## src/rtl/core/evest_pkg.sv

```systemverilog
// Shared types and constants for the encoder velocity estimator.
// Used by the register file, controller, datapath and top level.
package evest_pkg;

    localparam int COEF_REGS = 7;
    localparam logic [2:0] REG_ISP = 3'd7;
    localparam logic [23:0] ISP_RESET = 24'd1000;

    localparam logic [1:0] PH_FIRST = 2'd0;
    localparam logic [1:0] PH_SECOND = 2'd1;
    localparam logic [1:0] PH_LATER = 2'd2;
    localparam logic [1:0] PH_SPARE = 2'd3;

    typedef enum logic [3:0] {
        OP_NONE,
        OP_LOAD,
        OP_MUL,
        OP_FIN_POS,
        OP_SET_DP,
        OP_FIN_T1,
        OP_FIN_VEL,
        OP_SET_B,
        OP_FIN_T2,
        OP_SUB_VEL,
        OP_SET_AC,
        OP_FIN_ACC,
        OP_FIX,
        OP_OUT
    } op_t;

    typedef struct packed {
        op_t  op;
        logic hi;
    } cmd_t;

    typedef struct packed {
        logic axis_ok;
        logic filt;
    } stat_t;

    typedef enum logic [4:0] {
        S_IDLE,
        S_POS_LO,
        S_POS_HI,
        S_POS_FIN,
        S_VP_SET,
        S_VP_LO,
        S_VP_HI,
        S_VP_FIN,
        S_VB_SET,
        S_VB_LO,
        S_VB_HI,
        S_VB_FIN,
        S_VSUB,
        S_AC_SET,
        S_AC_LO,
        S_AC_HI,
        S_AC_FIN,
        S_FIX,
        S_DONE
    } state_t;

endpackage

```

## src/rtl/core/evest_cfg.sv

```systemverilog
// Configuration register file: per-axis coefficient words and 1/T.
// Depends on evest_pkg.
module evest_cfg (
    input  logic        clk,
    input  logic        rst_n,
    input  logic        wr_en,
    input  logic [2:0]  wr_index,
    input  logic [63:0] wr_data,
    input  logic [2:0]  rd_axis,
    output logic [63:0] coef,
    output logic [23:0] isp
);
    import evest_pkg::*;

    logic [63:0] coef_reg [COEF_REGS];
    logic [23:0] isp_reg;

    always_ff @(posedge clk or negedge rst_n)
    begin
        if (!rst_n)
        begin
            for (int i = 0; i < COEF_REGS; i++)
            begin
                coef_reg[i] <= '0;
            end
            isp_reg <= ISP_RESET;
        end
        else if (wr_en)
        begin
            priority if (wr_index < 3'(COEF_REGS))
            begin
                coef_reg[wr_index] <= wr_data;
            end
            else if (wr_index == REG_ISP)
            begin
                isp_reg <= wr_data[23:0];
            end
        end
    end

    assign coef = (rd_axis < 3'(COEF_REGS)) ? coef_reg[rd_axis] : '0;
    assign isp  = isp_reg;

endmodule

```

## src/rtl/core/evest_ctrl.sv

```systemverilog
// Sequencer for the estimator: steps the datapath through position,
// velocity and acceleration, owns the input stall and output valid.
// Depends on evest_pkg.
module evest_ctrl (
    input  logic            clk,
    input  logic            rst_n,
    input  logic            in_valid,
    output logic            in_stall,
    output logic            out_valid,
    input  logic            out_stall,
    input  evest_pkg::stat_t stat,
    output evest_pkg::cmd_t  cmd
);
    import evest_pkg::*;

    state_t state_reg, state_next;
    logic   out_valid_reg, out_valid_next;
    logic   out_free;

    assign out_free = !out_valid_reg || !out_stall;

    always_ff @(posedge clk or negedge rst_n)
    begin
        if (!rst_n)
        begin
            state_reg     <= S_IDLE;
            out_valid_reg <= 1'b0;
        end
        else
        begin
            state_reg     <= state_next;
            out_valid_reg <= out_valid_next;
        end
    end

    // next state
    always_comb
    begin
        state_next = state_reg;
        unique case (state_reg)
            S_IDLE:    if (in_valid && stat.axis_ok) state_next = S_POS_LO;
            S_POS_LO:  state_next = S_POS_HI;
            S_POS_HI:  state_next = S_POS_FIN;
            S_POS_FIN: state_next = S_VP_SET;
            S_VP_SET:  state_next = S_VP_LO;
            S_VP_LO:   state_next = S_VP_HI;
            S_VP_HI:   state_next = S_VP_FIN;
            S_VP_FIN:  state_next = stat.filt ? S_VB_SET : S_AC_SET;
            S_VB_SET:  state_next = S_VB_LO;
            S_VB_LO:   state_next = S_VB_HI;
            S_VB_HI:   state_next = S_VB_FIN;
            S_VB_FIN:  state_next = S_VSUB;
            S_VSUB:    state_next = S_AC_SET;
            S_AC_SET:  state_next = S_AC_LO;
            S_AC_LO:   state_next = S_AC_HI;
            S_AC_HI:   state_next = S_AC_FIN;
            S_AC_FIN:  state_next = S_FIX;
            S_FIX:     state_next = S_DONE;
            S_DONE:    if (out_free) state_next = S_IDLE;
            default:   state_next = S_IDLE;
        endcase
    end

    // outputs
    always_comb
    begin
        cmd.op = OP_NONE;
        cmd.hi = 1'b0;
        unique case (state_reg)
            S_IDLE:    if (in_valid && stat.axis_ok) cmd.op = OP_LOAD;
            S_POS_LO, S_VP_LO, S_VB_LO, S_AC_LO:
                       cmd.op = OP_MUL;
            S_POS_HI, S_VP_HI, S_VB_HI, S_AC_HI:
            begin
                cmd.op = OP_MUL;
                cmd.hi = 1'b1;
            end
            S_POS_FIN: cmd.op = OP_FIN_POS;
            S_VP_SET:  cmd.op = OP_SET_DP;
            S_VP_FIN:  cmd.op = stat.filt ? OP_FIN_T1 : OP_FIN_VEL;
            S_VB_SET:  cmd.op = OP_SET_B;
            S_VB_FIN:  cmd.op = OP_FIN_T2;
            S_VSUB:    cmd.op = OP_SUB_VEL;
            S_AC_SET:  cmd.op = OP_SET_AC;
            S_AC_FIN:  cmd.op = OP_FIN_ACC;
            S_FIX:     cmd.op = OP_FIX;
            S_DONE:    if (out_free) cmd.op = OP_OUT;
            default:   cmd.op = OP_NONE;
        endcase
    end

    always_comb
    begin
        in_stall = (state_reg != S_IDLE);
        if (cmd.op == OP_OUT)
            out_valid_next = 1'b1;
        else if (!out_stall)
            out_valid_next = 1'b0;
        else
            out_valid_next = out_valid_reg;
    end

    assign out_valid = out_valid_reg;

    a_out_shows: assert property (@(posedge clk) disable iff (!rst_n)
        cmd.op == OP_OUT |=> out_valid_reg)
        else $error("loaded item not presented");

    a_no_overwrite: assert property (@(posedge clk) disable iff (!rst_n)
        cmd.op == OP_OUT |-> (!out_valid_reg || !out_stall))
        else $error("output item overwritten while stalled");

    a_start: assert property (@(posedge clk) disable iff (!rst_n)
        in_valid && !in_stall && stat.axis_ok |=> state_reg == S_POS_LO)
        else $error("accepted item did not start");

    a_bad_axis_drop: assert property (@(posedge clk) disable iff (!rst_n)
        in_valid && !in_stall && !stat.axis_ok |=> state_reg == S_IDLE)
        else $error("item for an unused axis started work");

endmodule

```

## src/rtl/core/evest_dp.sv

```systemverilog
// Datapath: shared 25x24 multiplier with round/shift/saturate stage,
// one shared subtractor, per-axis old position and velocity.
// Depends on evest_pkg.
module evest_dp #(
    parameter int AXES = 7
) (
    input  logic                clk,
    input  logic                rst_n,
    input  evest_pkg::cmd_t     cmd,
    output evest_pkg::stat_t    stat,
    input  logic [2:0]          axis,
    input  logic signed [31:0]  count,
    input  logic [1:0]          sample_phase,
    input  logic [63:0]         coef,
    input  logic [23:0]         isp,
    output logic [2:0]          out_axis,
    output logic signed [47:0]  position,
    output logic signed [47:0]  velocity,
    output logic signed [47:0]  acceleration
);
    import evest_pkg::*;

    localparam int LIVE = (AXES < COEF_REGS) ? AXES : COEF_REGS;
    localparam int AW   = (LIVE > 1) ? $clog2(LIVE) : 1;

    localparam logic signed [47:0] MAX48 = 48'sh7FFF_FFFF_FFFF;
    localparam logic signed [47:0] MIN48 = 48'sh8000_0000_0000;

    typedef enum logic [1:0] {SH_L8, SH_R0, SH_R10, SH_R18} shift_t;

    function automatic logic signed [47:0] sat48(input logic signed [48:0] v);
        logic signed [47:0] r;
        if (v[48] != v[47])
            r = v[48] ? MIN48 : MAX48;
        else
            r = v[47:0];
        return r;
    endfunction

    logic signed [47:0] ppos_mem [LIVE];
    logic signed [47:0] pvel_mem [LIVE];

    logic [AW-1:0]      ax_reg;
    logic [1:0]         phase_reg;
    logic               filt_reg;
    logic               bneg_reg;
    logic [19:0]        bmag_reg;
    logic [21:0]        ga_reg;
    logic signed [47:0] oldp_reg, oldv_reg;
    logic signed [47:0] pos_reg, vel_reg, acc_reg, t1_reg, t2_reg;
    logic [49:0]        mag_reg;
    logic [23:0]        m_reg;
    logic               neg_reg;
    shift_t             sh_reg;
    logic [48:0]        pl_reg, ph_reg;
    logic [2:0]         oax_reg;
    logic signed [47:0] opos_reg, ovel_reg, oacc_reg;

    logic [AW-1:0]      in_idx;
    logic [31:0]        cmag;
    logic signed [19:0] braw;
    logic [24:0]        mfac;
    logic [48:0]        prod;
    logic [75:0]        rnd, sum;
    logic [83:0]        r;
    logic signed [47:0] fin_val;
    logic signed [47:0] da, db;
    logic signed [48:0] d;
    logic [48:0]        dneg;
    logic [49:0]        dmag;
    logic signed [47:0] vel_fix, acc_fix;

    assign in_idx = axis[AW-1:0];
    assign stat   = '{axis_ok: (axis < 3'(LIVE)), filt: filt_reg};

    assign cmag = count[31] ? (~count + 32'd1) : count;
    assign braw = coef[63:44];

    // multiplier: low half of the magnitude first, then the high half
    assign mfac = cmd.hi ? mag_reg[49:25] : mag_reg[24:0];
    assign prod = 49'(mfac) * 49'(m_reg);

    always_comb
    begin
        unique case (sh_reg)
            SH_R10:  rnd = 76'd1 << 9;
            SH_R18:  rnd = 76'd1 << 17;
            default: rnd = '0;
        endcase
        sum = (76'(ph_reg) << 25) + 76'(pl_reg) + rnd;
        unique case (sh_reg)
            SH_L8:   r = 84'(sum) << 8;
            SH_R0:   r = 84'(sum);
            SH_R10:  r = 84'(sum >> 10);
            SH_R18:  r = 84'(sum >> 18);
            default: r = 84'(sum);
        endcase
        if (neg_reg)
            fin_val = (r > 84'h8000_0000_0000) ? MIN48 : (~r[47:0] + 48'd1);
        else
            fin_val = (r > 84'h7FFF_FFFF_FFFF) ? MAX48 : r[47:0];
    end

    // shared subtractor
    always_comb
    begin
        unique case (cmd.op)
            OP_SET_DP:  begin da = pos_reg; db = oldp_reg; end
            OP_SET_B:   begin da = oldv_reg; db = '0; end
            OP_SUB_VEL: begin da = t1_reg;  db = t2_reg; end
            OP_SET_AC:  begin da = vel_reg; db = oldv_reg; end
            default:    begin da = '0;      db = '0; end
        endcase
        d    = {da[47], da} - {db[47], db};
        dneg = ~d + 49'd1;
        dmag = {1'b0, (d[48] ? dneg : d)};
    end

    // difference mode forces the early phases to zero
    always_comb
    begin
        vel_fix = vel_reg;
        acc_fix = acc_reg;
        if (!filt_reg)
        begin
            if (phase_reg == PH_FIRST)
            begin
                vel_fix = '0;
                acc_fix = '0;
            end
            else if (phase_reg == PH_SECOND)
            begin
                acc_fix = '0;
            end
        end
    end

    always_ff @(posedge clk or negedge rst_n)
    begin
        if (!rst_n)
        begin
            for (int i = 0; i < LIVE; i++)
            begin
                ppos_mem[i] <= '0;
                pvel_mem[i] <= '0;
            end
        end
        else if (cmd.op == OP_FIX)
        begin
            ppos_mem[ax_reg] <= pos_reg;
            pvel_mem[ax_reg] <= vel_fix;
        end
    end

    always_ff @(posedge clk)
    begin
        unique case (cmd.op)
            OP_LOAD:
            begin
                ax_reg    <= in_idx;
                phase_reg <= sample_phase;
                filt_reg  <= coef[1];
                ga_reg    <= coef[43:22];
                bneg_reg  <= coef[63];
                bmag_reg  <= coef[63] ? (~braw + 20'd1) : braw;
                oldp_reg  <= (sample_phase == PH_FIRST) ? '0 : ppos_mem[in_idx];
                oldv_reg  <= (sample_phase == PH_FIRST) ? '0 : pvel_mem[in_idx];
                mag_reg   <= 50'(cmag);
                m_reg     <= 24'(coef[21:2]);
                neg_reg   <= count[31] ^ coef[0];
                sh_reg    <= SH_L8;
            end
            OP_MUL:
            begin
                if (cmd.hi)
                    ph_reg <= prod;
                else
                    pl_reg <= prod;
            end
            OP_FIN_POS: pos_reg <= fin_val;
            OP_FIN_T1:  t1_reg  <= fin_val;
            OP_FIN_T2:  t2_reg  <= fin_val;
            OP_FIN_VEL: vel_reg <= fin_val;
            OP_FIN_ACC: acc_reg <= fin_val;
            OP_SET_DP:
            begin
                mag_reg <= dmag;
                neg_reg <= d[48];
                m_reg   <= filt_reg ? 24'(ga_reg) : isp;
                sh_reg  <= filt_reg ? SH_R10 : SH_R0;
            end
            OP_SET_B:
            begin
                mag_reg <= dmag;
                neg_reg <= d[48] ^ bneg_reg;
                m_reg   <= 24'(bmag_reg);
                sh_reg  <= SH_R18;
            end
            OP_SUB_VEL: vel_reg <= sat48(d);
            OP_SET_AC:
            begin
                mag_reg <= dmag;
                neg_reg <= d[48];
                m_reg   <= isp;
                sh_reg  <= SH_R0;
            end
            OP_FIX:
            begin
                vel_reg <= vel_fix;
                acc_reg <= acc_fix;
            end
            OP_OUT:
            begin
                oax_reg  <= 3'(ax_reg);
                opos_reg <= pos_reg;
                ovel_reg <= vel_reg;
                oacc_reg <= acc_reg;
            end
            default: ;
        endcase
    end

    assign out_axis     = oax_reg;
    assign position     = opos_reg;
    assign velocity     = ovel_reg;
    assign acceleration = oacc_reg;

endmodule

```

## src/rtl/core/encoder_velocity_estimator.sv

```systemverilog
// Encoder velocity estimator, top level: register file, sequencer, datapath.
// Depends on evest_pkg, evest_cfg, evest_ctrl, evest_dp.
//
// One encoder count per item; each item for a used axis yields one result
// (axis, position, velocity, acceleration, all Q16.32 saturated). Items for
// an axis at or above min(AXES, 7) are dropped without a result. Work is
// sequential on one item: the next item is accepted only once the
// current one has reached the output register and the sequencer is idle
// again; every product passes in two halves through the single shared
// 25x24 multiplier; filtering adds a product. A finished result waits
// in the output register while the next item is taken. Configuration
// writes are always ready and are meant for idle periods only.
module encoder_velocity_estimator #(
    parameter int AXES = 7
) (
    input  logic               clk,
    input  logic               rst_n,
    input  logic               in_valid,
    output logic               in_stall,
    input  logic [2:0]         axis,
    input  logic signed [31:0] count,
    input  logic [1:0]         sample_phase,
    output logic               out_valid,
    input  logic               out_stall,
    output logic [2:0]         out_axis,
    output logic signed [47:0] position,
    output logic signed [47:0] velocity,
    output logic signed [47:0] acceleration,
    input  logic               cfg_valid,
    output logic               cfg_ready,
    input  logic [2:0]         cfg_index,
    input  logic [63:0]        cfg_data
);
    import evest_pkg::*;

    cmd_t        cmd;
    stat_t       stat;
    logic [63:0] coef;
    logic [23:0] isp;

    assign cfg_ready = 1'b1;

    evest_cfg u_cfg (
        .clk      (clk),
        .rst_n    (rst_n),
        .wr_en    (cfg_valid && cfg_ready),
        .wr_index (cfg_index),
        .wr_data  (cfg_data),
        .rd_axis  (axis),
        .coef     (coef),
        .isp      (isp)
    );

    evest_ctrl u_ctrl (
        .clk       (clk),
        .rst_n     (rst_n),
        .in_valid  (in_valid),
        .in_stall  (in_stall),
        .out_valid (out_valid),
        .out_stall (out_stall),
        .stat      (stat),
        .cmd       (cmd)
    );

    evest_dp #(
        .AXES (AXES)
    ) u_dp (
        .clk          (clk),
        .rst_n        (rst_n),
        .cmd          (cmd),
        .stat         (stat),
        .axis         (axis),
        .count        (count),
        .sample_phase (sample_phase),
        .coef         (coef),
        .isp          (isp),
        .out_axis     (out_axis),
        .position     (position),
        .velocity     (velocity),
        .acceleration (acceleration)
    );

endmodule
```

## config.mk

```make
export PLATFORM = sky130hd
export DESIGN_NAME = encoder_velocity_estimator
export DESIGN_NICKNAME = d
export VERILOG_FILES = /design/src/rtl/core/evest_pkg.sv /design/src/rtl/core/evest_cfg.sv /design/src/rtl/core/evest_ctrl.sv /design/src/rtl/core/evest_dp.sv /design/src/rtl/core/encoder_velocity_estimator.sv
export SDC_FILE = /design/constraint.sdc
export NUM_CORES = 2
export LEC_CHECK = 0
export ABC_CLOCK_PERIOD_IN_PS = 12880
export BUFFER_PORTS_ARGS = -buffer_cell sky130_fd_sc_hd__buf_2
export CORE_MARGIN = 3
export CORE_UTILIZATION = 35
export DETAILED_ROUTE_END_ITERATION = 10
export HOLD_SLACK_MARGIN = 0.15
export PLACE_DENSITY = 0.55
export SKIP_LAST_GASP = 1
export SLEW_MARGIN = 20
export SYNTH_ARGS = -nofsm -noshare
export SYNTH_HDL_FRONTEND = slang
export SYNTH_SLANG_ARGS = --single-unit
```

## constraint.sdc

```tcl
create_clock -name clk -period 12.88 [get_ports clk]
set_input_delay 1.932 -clock clk [delete_from_list [all_inputs] [get_ports clk]]
set_output_delay 1.932 -clock clk [all_outputs]
set_load 0.02 [all_outputs]
```

==> flow_metrics.tcl <==
set metrics [dict create \
    grt_max_degree 181 \
    synthTopCellsByArea "dfrtp_1 (26%), edfxtp_1 (19%), fa_1 (9.3%), mux2_2 (8.7%), nand2_1 (3.6%)" \
    cts_sinks 1856 \
    synth_commonest_cells "dfrtp_1 (1144), nand2_1 (1039), mux2_2 (837)" \
    synth_cell_type_count 109 \
    port_buffers 257 \
    cp-end-kind "flop" \
    netlist_area_sq_mm 0.109 \
    synth-edff-count 706 \
    synth_top_area_frac 0.263 \
    die_area_sq_mm 0.317 \
    synthCells 9567 \
    largest_reg_flops 448 \
    grt_setup_unrepaired "false" \
    arrival_ns 10.53 \
    cts_buffer_depth 4 \
    max-slew-margin-rel 0.233 \
    track_usage 0.241 \
    io_pins 259 \
    worstHoldPathType "flop to flop" \
    die_w_microns 563 \
    coreArea_sq_mm 0.309 \
    via_per_inst 5.61 \
    grt_overflow 0 \
    synthFlopType "dfrtp_1" \
    nNetsFinal 10500 \
    outcome "finished, final reports clean" \
    path_class "flop to flop" \
    cts_buffers 207 \
    area_growth_pct 11.5 \
    syn_area_per_cell_sq_um 11.4 \
    slowest_delay_ns 0.69 \
    start_util 0.352 \
    skew_ns 0.0990 \
    drc 0 \
    worstSkewPairLatency_ns 0.91 \
    gp_congestion 0.976 \
    antenna_found_initial 39 \
    initialDrtViolationCount 7957 \
    cts_hold_buffers 0 \
    crit_slowest_cell "mux2_2" \
    timing.fmax_ghz 0.100 \
    die_h_microns 563 \
    multi_input_area_sq_mm 0.0542 \
    final_hold_viol_count 0 \
    cts_setup_buffers 0 \
    drv_cap 0 \
    whs_ns 0.415 \
    maxSlewViolCount 0 \
    drt_pre_antenna_iters 9 \
    reg2reg_slack_ns 2.90 \
    n_fill_cell 29600 \
    path_clk_slew_ns 0.06 \
    yosysWarnings 0 \
    yosys.area.top_type "dfrtp_1" \
    route.vias.total 78000 \
    crit_path_start_kind "flop" \
    ff_latch_area_sq_mm 0.0500 \
    cp.required_ns 13.42 \
    grt_pass1_vias 78700 \
    hpwl_microns 278000 \
    finalWorstPathRequiredPeriod_ns 9.98 \
    ys_async_sr_fraction 0.620 \
    syn_nets 10400 \
    wire_per_inst_microns 28.1 \
    ys_ff_latch 1856 \
    cts_tree "done" \
    worst_pin_slew_ns 1.14 \
    setup-violations-final 0 \
    finalCritPeriodShare 0.775 \
    grt_first_pass_wirelength_microns 565000 \
    yosysSeqAreaShare 0.460 \
    antenna_left 0 \
    clockRootBuffer "clkbuf_16" \
    num_rows 204 \
    htree_levels 4 \
    setup-tns-final_ns 0 \
    yosysMostFrequentCell "dfrtp_1" \
    routed_wl_microns 390000 \
    crit_fanout 27 \
    cts-resized-gates 0 \
    drive_above_1_share 0.188 \
]
## stage by stage
step	setup WS, ns	utilization	area [sq um]	cells
2_1_floorplan	1.84	-	109000	9567
3_5_place_dp	3.03	0.370	114000	13500
5_1_grt	2.34	0.392	121000	13900
3_3_place_gp	3.06	0.370	114000	13500
6_report	2.90	0.392	121000	13900
4_1_cts	2.97	0.392	121000	13900
## path summary, 6_finish.rpt
kind	start	to	depth (start not counted)
max	u_ctrl.state_reg[2]	u_dp.pl_reg[47]	32
min	u_dp.acc_reg[47]	u_dp.acceleration[47]	0
max reg2reg	u_ctrl.state_reg[2]	u_dp.pl_reg[47]	32
min reg2reg	u_dp.acc_reg[47]	u_dp.acceleration[47]	0
max in group asynchronous	rst_n	u_dp.pvel_mem[234]	4
min in group asynchronous	rst_n	u_cfg.coef_reg[319]	1
## layout make-up
type / count / area share
inverters: 664 / 0.0206
clock buffers: 310 / 0.0495
diodes: 22 / 0.000454
repair buffers: 412 / 0.0221
well taps: 4120 / 0.0425
clock inverters: 69 / 0.00548
multi-input cells: 6446 / 0.447
flip-flops and latches: 1856 / 0.412
## kinds of logic (layout without fill, tap and decap cells)
group	after synthesis	after routing	share of synthesized area
other	1	23	0.0000345
adders and majority gates	761	761	0.122
and+or+nand+nor	2409	2409	0.104
buffers and inverters	1265	1455	0.0443
xor gates and xnor gates	298	298	0.0240
muxes	1183	1183	0.138
AOI/OAI and AO/OA	1794	1794	0.107
DFF	1856	1856	0.460
## metal layers
layer	share of wire	vias to the layer above	global-route usage	wire length [microns]
met2	0.47	2851	0.389	182000
met4	0.053	30	0.106	20500
met5	0.00048	-	0	186
met3	0.062	647	0.0358	24400
met1	0.42	40600	0.322	163000
li1	-	33900	-	-
## critical path, delay by kind of cell (launching register included)
kind	cells	cell delay (ns)
xor gates and xnor gates	1	0.20
AOI/OAI and AO/OA	9	2.33
muxes	1	0.69
buffers and inverters	8	0.81
and+or+nand+nor	5	1.06
DFF	1	0.61
adders and majority gates	8	3.86
## placed cells by master (no fill, tap or decap), types with 344 or more instances in the layout
| cell | instances |
|---|---|
| a21oi_1 | 361 |
| and2_1 | 344 |
| dfrtp_1 | 1144 |
| edfxtp_1 | 706 |
| fa_1 | 506 |
| inv_1 | 664 |
| mux2_2 | 837 |
| nand2_1 | 1037 |
| nor2_1 | 478 |
| o21ai_0 | 575 |
Power is left out: the tool's default activity adds up to more than one toggle a clock period on the data nets, which glitch-free logic cannot reach.
